**src/hdl/bfv_pkg.sv**
```systemverilog
// Shared types and constants for the ballistic firing vector pipeline.
// Used by bfv_grav_div and the top level ballistic_firing_vector_unit.
package bfv_pkg;

  localparam int unsigned IN_TDATA_W  = 104;
  localparam int unsigned OUT_TDATA_W = 16;
  localparam int unsigned DIVIDEND_W  = 12;
  localparam int unsigned DIVISOR_W   = 6;
  localparam int unsigned GRAV_W      = 8;
  localparam int unsigned DIV_SPLIT   = 6;

  typedef logic [7:0] byte_t;

  // Angle mask XORed in per octant, indexed by {ny >= 0, nx >= 0, x major}.
  localparam byte_t OCTANT_MASK [8] = '{
    8'hbf, 8'h80, 8'hc0, 8'hff, 8'h40, 8'h7f, 8'h3f, 8'h00
  };

endpackage

```
**src/hdl/bfv_grav_div.sv**
```systemverilog
// Two-stage pipelined restoring divider for the gravity term.
// Depends on bfv_pkg for widths; advances on the shared pipeline enable.
module bfv_grav_div (
  input  logic                            clk,
  input  logic                            en,
  input  logic [bfv_pkg::DIVIDEND_W-1:0]  dividend,
  input  logic [bfv_pkg::DIVISOR_W-1:0]   divisor,
  output logic [bfv_pkg::GRAV_W-1:0]      quot
);

  localparam int unsigned RW = bfv_pkg::DIVISOR_W + 1;
  localparam int unsigned HI = bfv_pkg::DIVIDEND_W - bfv_pkg::DIV_SPLIT;

  logic [RW-1:0]                     rem_a_r, rem_a_nxt;
  logic [bfv_pkg::DIVIDEND_W-1:0]    q_a_r, q_a_nxt;
  logic [bfv_pkg::DIVISOR_W-1:0]     d_a_r;
  logic [bfv_pkg::DIVIDEND_W-1:0]    dd_a_r;
  logic [bfv_pkg::DIVIDEND_W-1:0]    q_b_r, q_b_nxt;

  // First half: upper quotient bits.
  always_comb begin
    logic [RW-1:0] r;
    r = '0;
    q_a_nxt = '0;
    for (int i = bfv_pkg::DIVIDEND_W - 1; i >= int'(HI); i--) begin
      r = {r[RW-2:0], dividend[i]};
      if (r >= {1'b0, divisor}) begin
        r = r - {1'b0, divisor};
        q_a_nxt[i] = 1'b1;
      end
    end
    rem_a_nxt = r;
  end

  always_ff @(posedge clk) begin
    if (en) begin
      rem_a_r <= rem_a_nxt;
      q_a_r   <= q_a_nxt;
      d_a_r   <= divisor;
      dd_a_r  <= dividend;
    end
  end

  // Second half: lower quotient bits.
  always_comb begin
    logic [RW-1:0] r;
    r = rem_a_r;
    q_b_nxt = q_a_r;
    for (int i = int'(HI) - 1; i >= 0; i--) begin
      r = {r[RW-2:0], dd_a_r[i]};
      if (r >= {1'b0, d_a_r}) begin
        r = r - {1'b0, d_a_r};
        q_b_nxt[i] = 1'b1;
      end
    end
  end

  always_ff @(posedge clk) begin
    if (en) begin
      q_b_r <= q_b_nxt;
    end
  end

  assign quot = q_b_r[bfv_pkg::GRAV_W-1:0];

endmodule

```
**src/hdl/ballistic_firing_vector_unit.sv**
```systemverilog
// Throughput: one request per cycle; five register stages all advance together
// whenever the output register is empty or its result is being taken.
// Reset: rst_n (synchronous, active low) clears every stage valid bit; the datapath
// registers hold no reset. Depends on bfv_pkg and bfv_grav_div.
module ballistic_firing_vector_unit (
  input  logic                               clk,
  input  logic                               rst_n,
  input  logic                               in_tvalid,
  output logic                               in_tready,
  // From bit 0: shooter_pos_x(16) shooter_pos_y(16) shooter_width(4) shooter_height(6)
  // target_pos_x(16) target_pos_y(16) target_width(4) target_height(6)
  // target_speed_x(8) fire_speed_x4(8), zero fill to 104 bits.
  input  logic [bfv_pkg::IN_TDATA_W-1:0]     in_tdata,
  output logic                               out_tvalid,
  input  logic                               out_tready,
  // From bit 0: shot_vel_x(8) shot_vel_y(8).
  output logic [bfv_pkg::OUT_TDATA_W-1:0]    out_tdata,
  // Bit 0: shot_ok.
  output logic                               out_tuser
);

  // One enable for the whole pipe: every stage moves when the output can move.
  logic en;
  assign en        = !out_tvalid || out_tready;
  assign in_tready = en;

  logic v1_r, v2_r, v3_r, v4_r, v5_r;

  // Stage 1: sprite centres, deltas, shift amount and the range checks.
  logic [16:0] sx, sy, tx, ty;
  logic signed [17:0] dx, dy;
  logic [16:0] adx, ady, big;
  logic [2:0] s_nxt;
  logic fail1_nxt;

  assign sx = {1'b0, in_tdata[15:0]}  + {10'd0, in_tdata[35:32], 3'd0};
  assign sy = {1'b0, in_tdata[31:16]} + {9'd0, in_tdata[41:36], 2'd0};
  assign tx = {1'b0, in_tdata[57:42]} + {10'd0, in_tdata[77:74], 3'd0};
  assign ty = {1'b0, in_tdata[73:58]} + {9'd0, in_tdata[83:78], 2'd0};
  assign dx = $signed({1'b0, tx}) - $signed({1'b0, sx});
  assign dy = $signed({1'b0, ty}) - $signed({1'b0, sy});
  assign adx = dx[17] ? 17'(-dx) : dx[16:0];
  assign ady = dy[17] ? 17'(-dy) : dy[16:0];
  assign big = (adx > ady) ? adx : ady;

  // The shift is one more than the bit length of the whole-tile count; a
  // distance of 4096 or more would need six or more and is out of range.
  always_comb begin
    if (big[11])      s_nxt = 3'd5;
    else if (big[10]) s_nxt = 3'd4;
    else if (big[9])  s_nxt = 3'd3;
    else if (big[8])  s_nxt = 3'd2;
    else              s_nxt = 3'd1;
  end
  assign fail1_nxt = (big == '0) || (big[16:12] != '0);

  logic signed [17:0] dx1_r, dy1_r;
  logic [2:0]  s1_r;
  logic        fail1_r;
  logic [7:0]  lead1_r, x4_1_r;

  always_ff @(posedge clk) begin
    if (en) begin
      dx1_r   <= dx;
      dy1_r   <= dy;
      s1_r    <= s_nxt;
      fail1_r <= fail1_nxt;
      lead1_r <= in_tdata[91:84];
      x4_1_r  <= in_tdata[99:92];
    end
  end

  // Stage 2: scaled deltas, octant select, divide operands, gravity dividend.
  logic signed [17:0] nx_full, ny_full;
  logic signed [7:0]  nx, ny;
  logic [7:0] anx, any_abs, mag;
  logic x_major;
  logic [5:0] speed;

  assign nx_full = dx1_r >>> s1_r;
  assign ny_full = dy1_r >>> s1_r;
  assign nx = nx_full[7:0];
  assign ny = ny_full[7:0];
  assign anx = nx[7] ? 8'(-nx) : nx;
  assign any_abs = ny[7] ? 8'(-ny) : ny;
  assign x_major = anx >= any_abs;
  assign mag = x_major ? anx : any_abs;
  assign speed = x4_1_r[7:2];

  logic [7:0] num2_r, den2_r, lead2_r, x4_2_r;
  logic [2:0] sel2_r;
  logic [5:0] speed2_r;
  logic       fail2_r;
  logic [bfv_pkg::DIVIDEND_W-1:0] grav_dd2_r;

  always_ff @(posedge clk) begin
    if (en) begin
      num2_r     <= x_major ? any_abs : anx;
      den2_r     <= x_major ? anx : any_abs;
      sel2_r     <= {!ny[7], !nx[7], x_major};
      speed2_r   <= speed;
      fail2_r    <= fail1_r || (speed == '0);
      lead2_r    <= lead1_r;
      x4_2_r     <= x4_1_r;
      grav_dd2_r <= {4'd0, mag} << (s1_r - 3'd1);
    end
  end

  // Gravity quotient comes out of the divider's two register stages, lined up with stage 4.
  logic [bfv_pkg::GRAV_W-1:0] grav;

  bfv_grav_div u_grav_div (
    .clk      (clk),
    .en       (en),
    .dividend (grav_dd2_r),
    .divisor  (speed2_r),
    .quot     (grav)
  );

  // Stage 3: five restoring division steps give the octant-relative angle.
  logic [7:0] ang_nxt;

  always_comb begin
    logic [8:0] twice;
    logic [7:0] num;
    logic [4:0] q;
    num = num2_r;
    q = '0;
    for (int i = 4; i >= 0; i--) begin
      twice = {num, 1'b0};
      if (twice >= {1'b0, den2_r}) begin
        twice = twice - {1'b0, den2_r};
        q[i] = 1'b1;
      end
      num = twice[7:0];
    end
    ang_nxt = {3'd0, q} ^ bfv_pkg::OCTANT_MASK[sel2_r];
  end

  logic [7:0] ang3_r, lead3_r, x4_3_r;
  logic [5:0] speed3_r;
  logic       fail3_r;

  always_ff @(posedge clk) begin
    if (en) begin
      ang3_r   <= ang_nxt;
      speed3_r <= speed2_r;
      fail3_r  <= fail2_r;
      lead3_r  <= lead2_r;
      x4_3_r   <= x4_2_r;
    end
  end

  // Stage 4: piecewise-linear velocity from quadrant and angle within it.
  logic [5:0]  rel, ar, br;
  logic [11:0] a_prod, b_prod;
  logic [5:0]  a_mag, b_mag;
  logic signed [8:0] a_s, b_s, vx_nxt, vy_nxt;

  assign rel = ang3_r[5:0];
  assign ar = (rel <= 6'd32) ? rel : 6'd32;
  assign br = (rel >= 6'd32) ? 6'(7'd64 - {1'b0, rel}) : 6'd32;
  assign a_prod = ar * speed3_r;
  assign b_prod = br * speed3_r;
  assign a_mag = a_prod[10:5];
  assign b_mag = b_prod[10:5];
  assign a_s = $signed({3'd0, a_mag});
  assign b_s = $signed({3'd0, b_mag});

  always_comb begin
    case (ang3_r[7:6])
      2'd0: begin
        vx_nxt = b_s;
        vy_nxt = a_s;
      end
      2'd1: begin
        vx_nxt = -a_s;
        vy_nxt = b_s;
      end
      2'd2: begin
        vx_nxt = -b_s;
        vy_nxt = -a_s;
      end
      default: begin
        vx_nxt = a_s;
        vy_nxt = -b_s;
      end
    endcase
  end

  logic signed [8:0] vx4_r, vy4_r;
  logic [7:0] lead4_r, x4_4_r;
  logic       fail4_r;

  always_ff @(posedge clk) begin
    if (en) begin
      vx4_r   <= vx_nxt;
      vy4_r   <= vy_nxt;
      lead4_r <= lead3_r;
      x4_4_r  <= x4_3_r;
      fail4_r <= fail3_r;
    end
  end

  // Stage 5: gravity compensation, leading with saturation, and the range and speed checks.
  logic signed [9:0] vy_g, vx_l;
  logic signed [7:0] vx_sat, vy_fin;
  logic [7:0] avx, avy, amax;
  logic       ok_nxt;

  assign vy_g = $signed({vy4_r[8], vy4_r}) - $signed({2'd0, grav});
  assign vx_l = $signed({vx4_r[8], vx4_r}) + $signed({{2{lead4_r[7]}}, lead4_r});
  assign vx_sat = (vx_l > 10'sd127) ? 8'sd127 :
                  (vx_l < -10'sd128) ? -8'sd128 : vx_l[7:0];
  assign vy_fin = vy_g[7:0];
  assign avx = vx_sat[7] ? 8'(-vx_sat) : vx_sat;
  assign avy = vy_fin[7] ? 8'(-vy_fin) : vy_fin;
  assign amax = (avx > avy) ? avx : avy;
  assign ok_nxt = !fail4_r && (vy_g >= -10'sd128) && (vy_g <= 10'sd127)
                  && (amax <= x4_4_r);

  logic [bfv_pkg::OUT_TDATA_W-1:0] out_data_r;
  logic                            out_ok_r;

  always_ff @(posedge clk) begin
    if (en) begin
      out_data_r <= ok_nxt ? {vy_fin, vx_sat} : '0;
      out_ok_r   <= ok_nxt;
    end
  end

  // Valid bits travel with the data.
  always_ff @(posedge clk) begin
    if (!rst_n) begin
      v1_r <= 1'b0;
      v2_r <= 1'b0;
      v3_r <= 1'b0;
      v4_r <= 1'b0;
      v5_r <= 1'b0;
    end else if (en) begin
      v1_r <= in_tvalid;
      v2_r <= v1_r;
      v3_r <= v2_r;
      v4_r <= v3_r;
      v5_r <= v4_r;
    end
  end

  assign out_tvalid = v5_r;
  assign out_tdata  = out_data_r;
  assign out_tuser  = out_ok_r;

`ifndef SYNTHESIS
  a_fail_zero: assert property (@(posedge clk) disable iff (!rst_n)
    (out_tvalid && !out_tuser) |-> (out_tdata == '0))
    else $error("failed request carries a nonzero vector");

  a_enter: assert property (@(posedge clk) disable iff (!rst_n)
    (in_tvalid && in_tready) |=> v1_r)
    else $error("accepted request lost at stage 1");

  a_reach_out: assert property (@(posedge clk) disable iff (!rst_n)
    (v4_r && en) |=> out_tvalid)
    else $error("stage 4 request did not reach the output");

  a_hold: assert property (@(posedge clk) disable iff (!rst_n)
    (v2_r && !en) |=> v2_r)
    else $error("stalled stage 2 request dropped");
`endif

endmodule

```
**config.mk**
```make
export PLATFORM = sky130hd
export DESIGN_NAME = ballistic_firing_vector_unit
export DESIGN_NICKNAME = d
export VERILOG_FILES = /design/src/hdl/bfv_pkg.sv /design/src/hdl/bfv_grav_div.sv /design/src/hdl/ballistic_firing_vector_unit.sv
export SDC_FILE = /design/constraint.sdc
export NUM_CORES = 1
export LEC_CHECK = 0
export BUFFER_PORTS_ARGS = -buffer_cell sky130_fd_sc_hd__buf_4
export CAP_MARGIN = 20
export CORE_ASPECT_RATIO = 0.8
export CORE_UTILIZATION = 55
export CTS_CLUSTER_SIZE = 10
export DETAILED_ROUTE_END_ITERATION = 10
export PLACE_DENSITY = 0.71
export SKIP_CTS_REPAIR_TIMING = 1
export SLEW_MARGIN = 25
export SYNTH_ARGS = -nofsm -noshare
export SYNTH_HDL_FRONTEND = slang
export SYNTH_SLANG_ARGS = --single-unit
export TNS_END_PERCENT = 30
```
**constraint.sdc**
```tcl
create_clock -name clk -period 27.9 [get_ports clk]
set_clock_uncertainty 0.1 [all_clocks]
set_input_delay 5.58 -clock clk [delete_from_list [all_inputs] [get_ports clk]]
set_output_delay 5.58 -clock clk [all_outputs]
set_load 0.01 [all_outputs]
```
==> results of run 1 <==
## metal layers
metal | vias up | global-route usage (%) | wire (µm)
met5 | - | 0 | 0
met3 | 41 | 2.82 | 2280
met2 | 410 | 39.1 | 21500
met1 | 8037 | 33.8 | 22700
met4 | 0 | 4.02 | 516
li1 | 8289 | - | -
## per-stage QoR
step	util, %	setup WS (ns)	area, µm²
3_3_place_gp	59.4	15.11	22700
3_5_place_dp	59.5	14.62	22800
5_1_grt	61.4	13.34	23500
2_1_floorplan	-	10.95	21400
4_1_cts	61.4	14.53	23500
6_report	61.4	14.44	23500
## area by class of cell
cell class                      count  area (µm²)
Sequential cell                   202        6020
Clock buffer                       34         659
Inverter                          257         967
Multi-Input combinational cell   1715       14200
Clock inverter                      5        75.1
Tap cell                          495         619
Timing Repair Buffer              131         991
Fill cell                        3240       14800
## registers in the layout, indices dropped and copies added, names as in the netlist, 3 cells and up
signal / cells
num2_r: 8
den2_r: 8
x4_2_r: 8
dy1_r: 15
ang3_r: 8
u_grav_div.q_b_r: 8
lead4_r: 8
s1_r: 3
x4_4_r: 8
grav_dd2_r: 12
u_grav_div.dd_a_r: 6
out_tdata: 16
sel2_r: 3
vy4_r: 9
lead2_r: 8
dx1_r: 15
x4_3_r: 8
lead3_r: 8
vx4_r: 9
x4_1_r: 8
u_grav_div.rem_a_r: 6
lead1_r: 8
## cells by family after synthesis
group / Yosys count
AOI/OAI and AO/OA: 496
xor gates and xnor gates: 153
adders and majority gates: 338
buffers and inverters: 307
DFF: 202
muxes: 144
and+or+nand+nor: 584
## worst paths after layout
| check | to | slack (ns) | from |
|---|---|---|---|
| worst min-delay path | u_grav_div.dd_a_r[0] | 0.30 | grav_dd2_r[0] |
| worst min register to register | u_grav_div.dd_a_r[0] | 0.30 | grav_dd2_r[0] |
| worst max register to register | u_grav_div.rem_a_r[5] | 14.44 | x4_2_r[3] |
| worst max-delay path | u_grav_div.rem_a_r[5] | 14.44 | x4_2_r[3] |
## cells in the final DEF (no fill, tap or decap), types with 22 or more instances in the layout
cell and count:
mux2i_1 86, nor2_1 175, nand2_1 127, and3_1 32, xor2_1 65, o21ai_0 85
a21oi_1 115, and2_1 30, buf_4 130, xnor2_1 86, fa_1 66, clkbuf_16 25
o21a_1 33, nor3_1 32, inv_1 250, nand3_1 33, a21o_1 41, ha_1 272
nor2b_1 33, nand4_1 22, edfxtp_1 197, mux2_2 23
## cells in the mapped netlist (all sizes together) (18+ instances only)
cell type,number
inv,257
xnor2,87
nand2b,21
nand4,22
and3,32
edfxtp,197
o211ai,21
clkbuf,34
nand3,34
nor3,34
mux2,37
a21o,41
and2,30
a21oi,115
a211oi,20
mux4,21
nor2b,33
fa,66
ha,272
o21ai,106
xor2,65
o21a,33
or2,18
nand2,127
nor2,176
a31oi,22
mux2i,86
==> impl_metrics.yaml, run 1 <==
clocking:
  numCtsBuffers: 25
  cts_tree: "built"
  htree_levels: 1
  clk_path_buf_depth: 3
  path_clk_slew_ns: 0.06
  cts_sinks: 202
  root_buffer: "clkbuf_16"
  clk_latency_ns: 0.52
critical_path:
  crit_fanout: 13
  crit_arrival_ns: 13.58
  required_ns: 28.03
  slowest_delay_ns: 0.66
  critPathKind: "reg2reg"
  r2r_cells: 51
  cp_top_family: "compound AO/OA/AOI/OAI gates"
  end_kind: "flop"
  crit_top_cell: "ha_1"
  crit_buf_inv: 4
  cp.depth: 51
  start_kind: "flop"
  slowest_stage: "edfxtp_1"
logic_synthesis:
  synthAdderAreaFrac_pct: 22.1
  syn_inst: 2224
  synthSimpleGateAreaFrac_pct: 13.6
  synth_area_leaders: "edfxtp_1 28%, ha_1 16%, fa_1 6.2%, inv_1 4.4%, mux2i_1 4.0%"
  synth_area_leader_cell: "edfxtp_1"
  synth_warnings: 0
  syn-cell-area_um2: 21400
  ys_ff_latch: 202
  synth_mux_area_share_pct: 8.28
  synth_edf_count: 197
  synth_top_family_by_area: "adder cells"
  synth_top_area_share_pct: 27.7
  synth_xor_xnor_area_share_pct: 6.37
  yosysUniqueCellTypes: 104
  syn_nets: 2670
  avgSynthCellArea_um2: 9.61
  ys_async_sr_fraction_pct: 0
  synth_ff_type: "edfxtp_1"
  synth-compound-area-share_pct: 15.9
  yosysSeqAreaShare_pct: 28.2
sta:
  finalCritPeriodShare_pct: 48.2
  setup_tns_ns: 0
  fmax_mhz: 74.3
  rsz0062_at_grt: "false"
  period_needed_ns: 13.46
  drv_slew: 0
  slew_headroom_pct: 33.8
  hold_violations: 0
  finalSetupViolations: 0
  fin_hold_ws_ns: 0.305
  tightest_slew_ns: 0.993
place:
  numPlacedInstances: 2800
  portBuffers: 122
  routabilityCongestion: 0.891
  dp_hpwl_um: 37200
layout:
  n_antenna_cell: 0
  instances_no_fill: 2839
  area.growth.synth_to_final_pct: 10.0
  layout.nets: 2778
  layout-drive-gt1-share_pct: 11.2
outcome:
  status: "completed"
route:
  wl_per_cell_um: 16.6
  drtPass1Iterations: 5
  vias_per_cell: 5.91
  drtAntennaViolNets: 0
  drc: 0
  drt_wl_total_um: 47000
  vias: 16800
  drtIter0Drc: 1052
job:
  drv_cap: 0
worst_hold_path:
  hp-class: "reg2reg"
  min_path_cells: 0
floorplanning:
  core_area_um2: 38300
  die_h_um: 178
  num_io_pins: 127
  start_util_pct: 55.8
  die-area_um2: 39600
  num_rows: 64
  dieWidth_um: 222
grt:
  grt_max_degree: 78
  track_usage_pct: 23.7
  antenna_found_initial: 0
  grt_pass1_vias: 16200
  grt-ovfl-total: 0
  grt_pass1_wl_um: 78200
Power of run 1 is left out: the tool's default activity adds up to more than one toggle a clock period on the data nets, which glitch-free logic cannot reach.
==> inputs of run 2 (changes only) <==
Settings changed: PLACE_DENSITY 0.71 to 0.74.
Clock period 27.9 ns to 11 ns, I/O delays scaled along.
==> run 2 against run 1 <==
  * Maximum frequency up 26%
  * Final cell count grew 2.0%
  * Critical path type unchanged
  * Die area unchanged
  * Flip-flop and latch count is the same
  * Global-route usage shrank 0.62 points
  * Clock-buffer cell count increased by 1
  * The flow now finishes with violations (DRC)
  * Sequential share of layout area down 0.67 points
==> impl_metrics.yaml, run 2 (synthesis gave the netlist of run 1 again) <==
layout:
  layout.nets: 2835
  fin_util_pct: 63.0
  area.growth.synth_to_final_pct: 12.9
  n_antenna_cell: 0
  fillers: 3125
  fin_area_um2: 24100
  final_cell_mix: "267 x ha_1, 244 x inv_1, 197 x edfxtp_1"
  final_common_cell: "ha_1"
  layout-drive-gt1-share_pct: 15.2
  instances_no_fill: 2895
  largest_register_ffs: 16
sta:
  hold_violations: 0
  period_needed_ns: 10.67
  drv_slew: 0
  tightest_slew_ns: 1.01
  finalCritPeriodShare_pct: 97.0
  slew_headroom_pct: 32.5
  fmax_mhz: 93.7
  layout_setup_ws_ns: 0.327
  finalSetupViolations: 0
critical_path:
  end_kind: "flop"
  required_ns: 11.14
  slowest_delay_ns: 0.39
  start_kind: "flop"
  crit_top_cell: "a21oi_2"
  slowest_stage: "edfxtp_1"
  crit_arrival_ns: 10.82
  critPathKind: "reg2reg"
  crit_fanout: 7
place:
  portBuffers: 122
  post-place-ws_ns: -0.104
  dp_hpwl_um: 37100
  routabilityCongestion: 0.887
  dpl_cell_area_um2: 23100
  numPlacedInstances: 2847
grt:
  grt_pass1_vias: 16000
  track_usage_pct: 23.1
  grt-ovfl-total: 0
  grt_pass1_wl_um: 76300
  grt_max_degree: 76
  antenna_found_initial: 0
worst_hold_path:
  hp-class: "reg2reg"
route:
  drc: 1
  drtPass1Iterations: 9
  wl_per_cell_um: 16.3
  drtAntennaViolNets: 0
  drt_wl_total_um: 47100
  vias_per_cell: 5.89
  drtIter0Drc: 1225
  vias: 17000
floorplanning:
  die-area_um2: 39600
  num_rows: 64
  num_io_pins: 127
  dieWidth_um: 222
  core_area_um2: 38300
  start_util_pct: 55.8
  die_h_um: 178
clocking:
  cts_tree: "built"
  root_buffer: "clkbuf_16"
  numCtsBuffers: 24
  cts_sinks: 202
  clk_latency_ns: 0.52
  path_clk_slew_ns: 0.05
  htree_levels: 1
  clk_path_buf_depth: 3
job:
  drv_cap: 0
outcome:
  status: "finished with violations"
  violations: "DRC"
-- run 2: cell count changes in the layout (fill, tap and decap cells not counted), moves of 5 or more --
| cell | change |
|---|---|
| ha_1 | -5 |
| nor2b_1 | -5 |
| a21oi_2 | +8 |
| o21ai_1 | +5 |
| inv_1 | -6 |
| a21oi_1 | -8 |
| inv_2 | +6 |
| o21ai_0 | -9 |
| buf_4 | +56 |
-- run 2: through the flow --
step | TNS (ns) | hold WS (ns)
after global routing | -0.417 | 0.322
after detailed placement | -0.549 | 0.305
final | 0 | 0.316
after floorplan | 0 | 0.300
after CTS | -0.960 | 0.317
after global placement | 0 | 0.301
-- run 2: cell type report --
| type | instances | area [µm²] | area share [%] |
|---|---|---|---|
| Clock inverter | 2 | 10.0 | 0.0415 |
| Tap cell | 495 | 619 | 2.57 |
| Clock buffer | 35 | 663 | 2.75 |
| Multi-Input combinational cell | 1715 | 14400 | 59.8 |
| Timing Repair Buffer | 189 | 1430 | 5.93 |
| Sequential cell | 202 | 6020 | 24.9 |
| Inverter | 257 | 967 | 4.01 |
-- run 2: final timing paths --
path                                      from                     to  slack (ns)  cells after the start
worst min register to register      lead3_r[2]             lead4_r[2]        0.32                      0
worst max register to register  grav_dd2_r[11]  u_grav_div.rem_a_r[3]        0.33                     54
worst max-delay path            grav_dd2_r[11]  u_grav_div.rem_a_r[3]        0.33                     54
worst min-delay path                lead3_r[2]             lead4_r[2]        0.32                      0
-- run 2: per-layer routing --
layer	vias up	global-route usage [%]	wire length (µm)
met4	0	3.62	616
li1	8405	-	-
met5	-	0	0
met3	64	2.54	2590
met1	8105	33.3	22500
met2	474	38.0	21400
-- run 2: worst max-delay path: cells and delay by family (launching register included) --
kind / cells / cell delay, ns
buf+inv: 8 / 0.97
flops: 1 / 0.39
compound gates: 26 / 5.02
simple gates: 11 / 1.58
mux: 3 / 0.84
fa+ha+maj: 6 / 1.50
Power of run 2 is left out for the same reason.
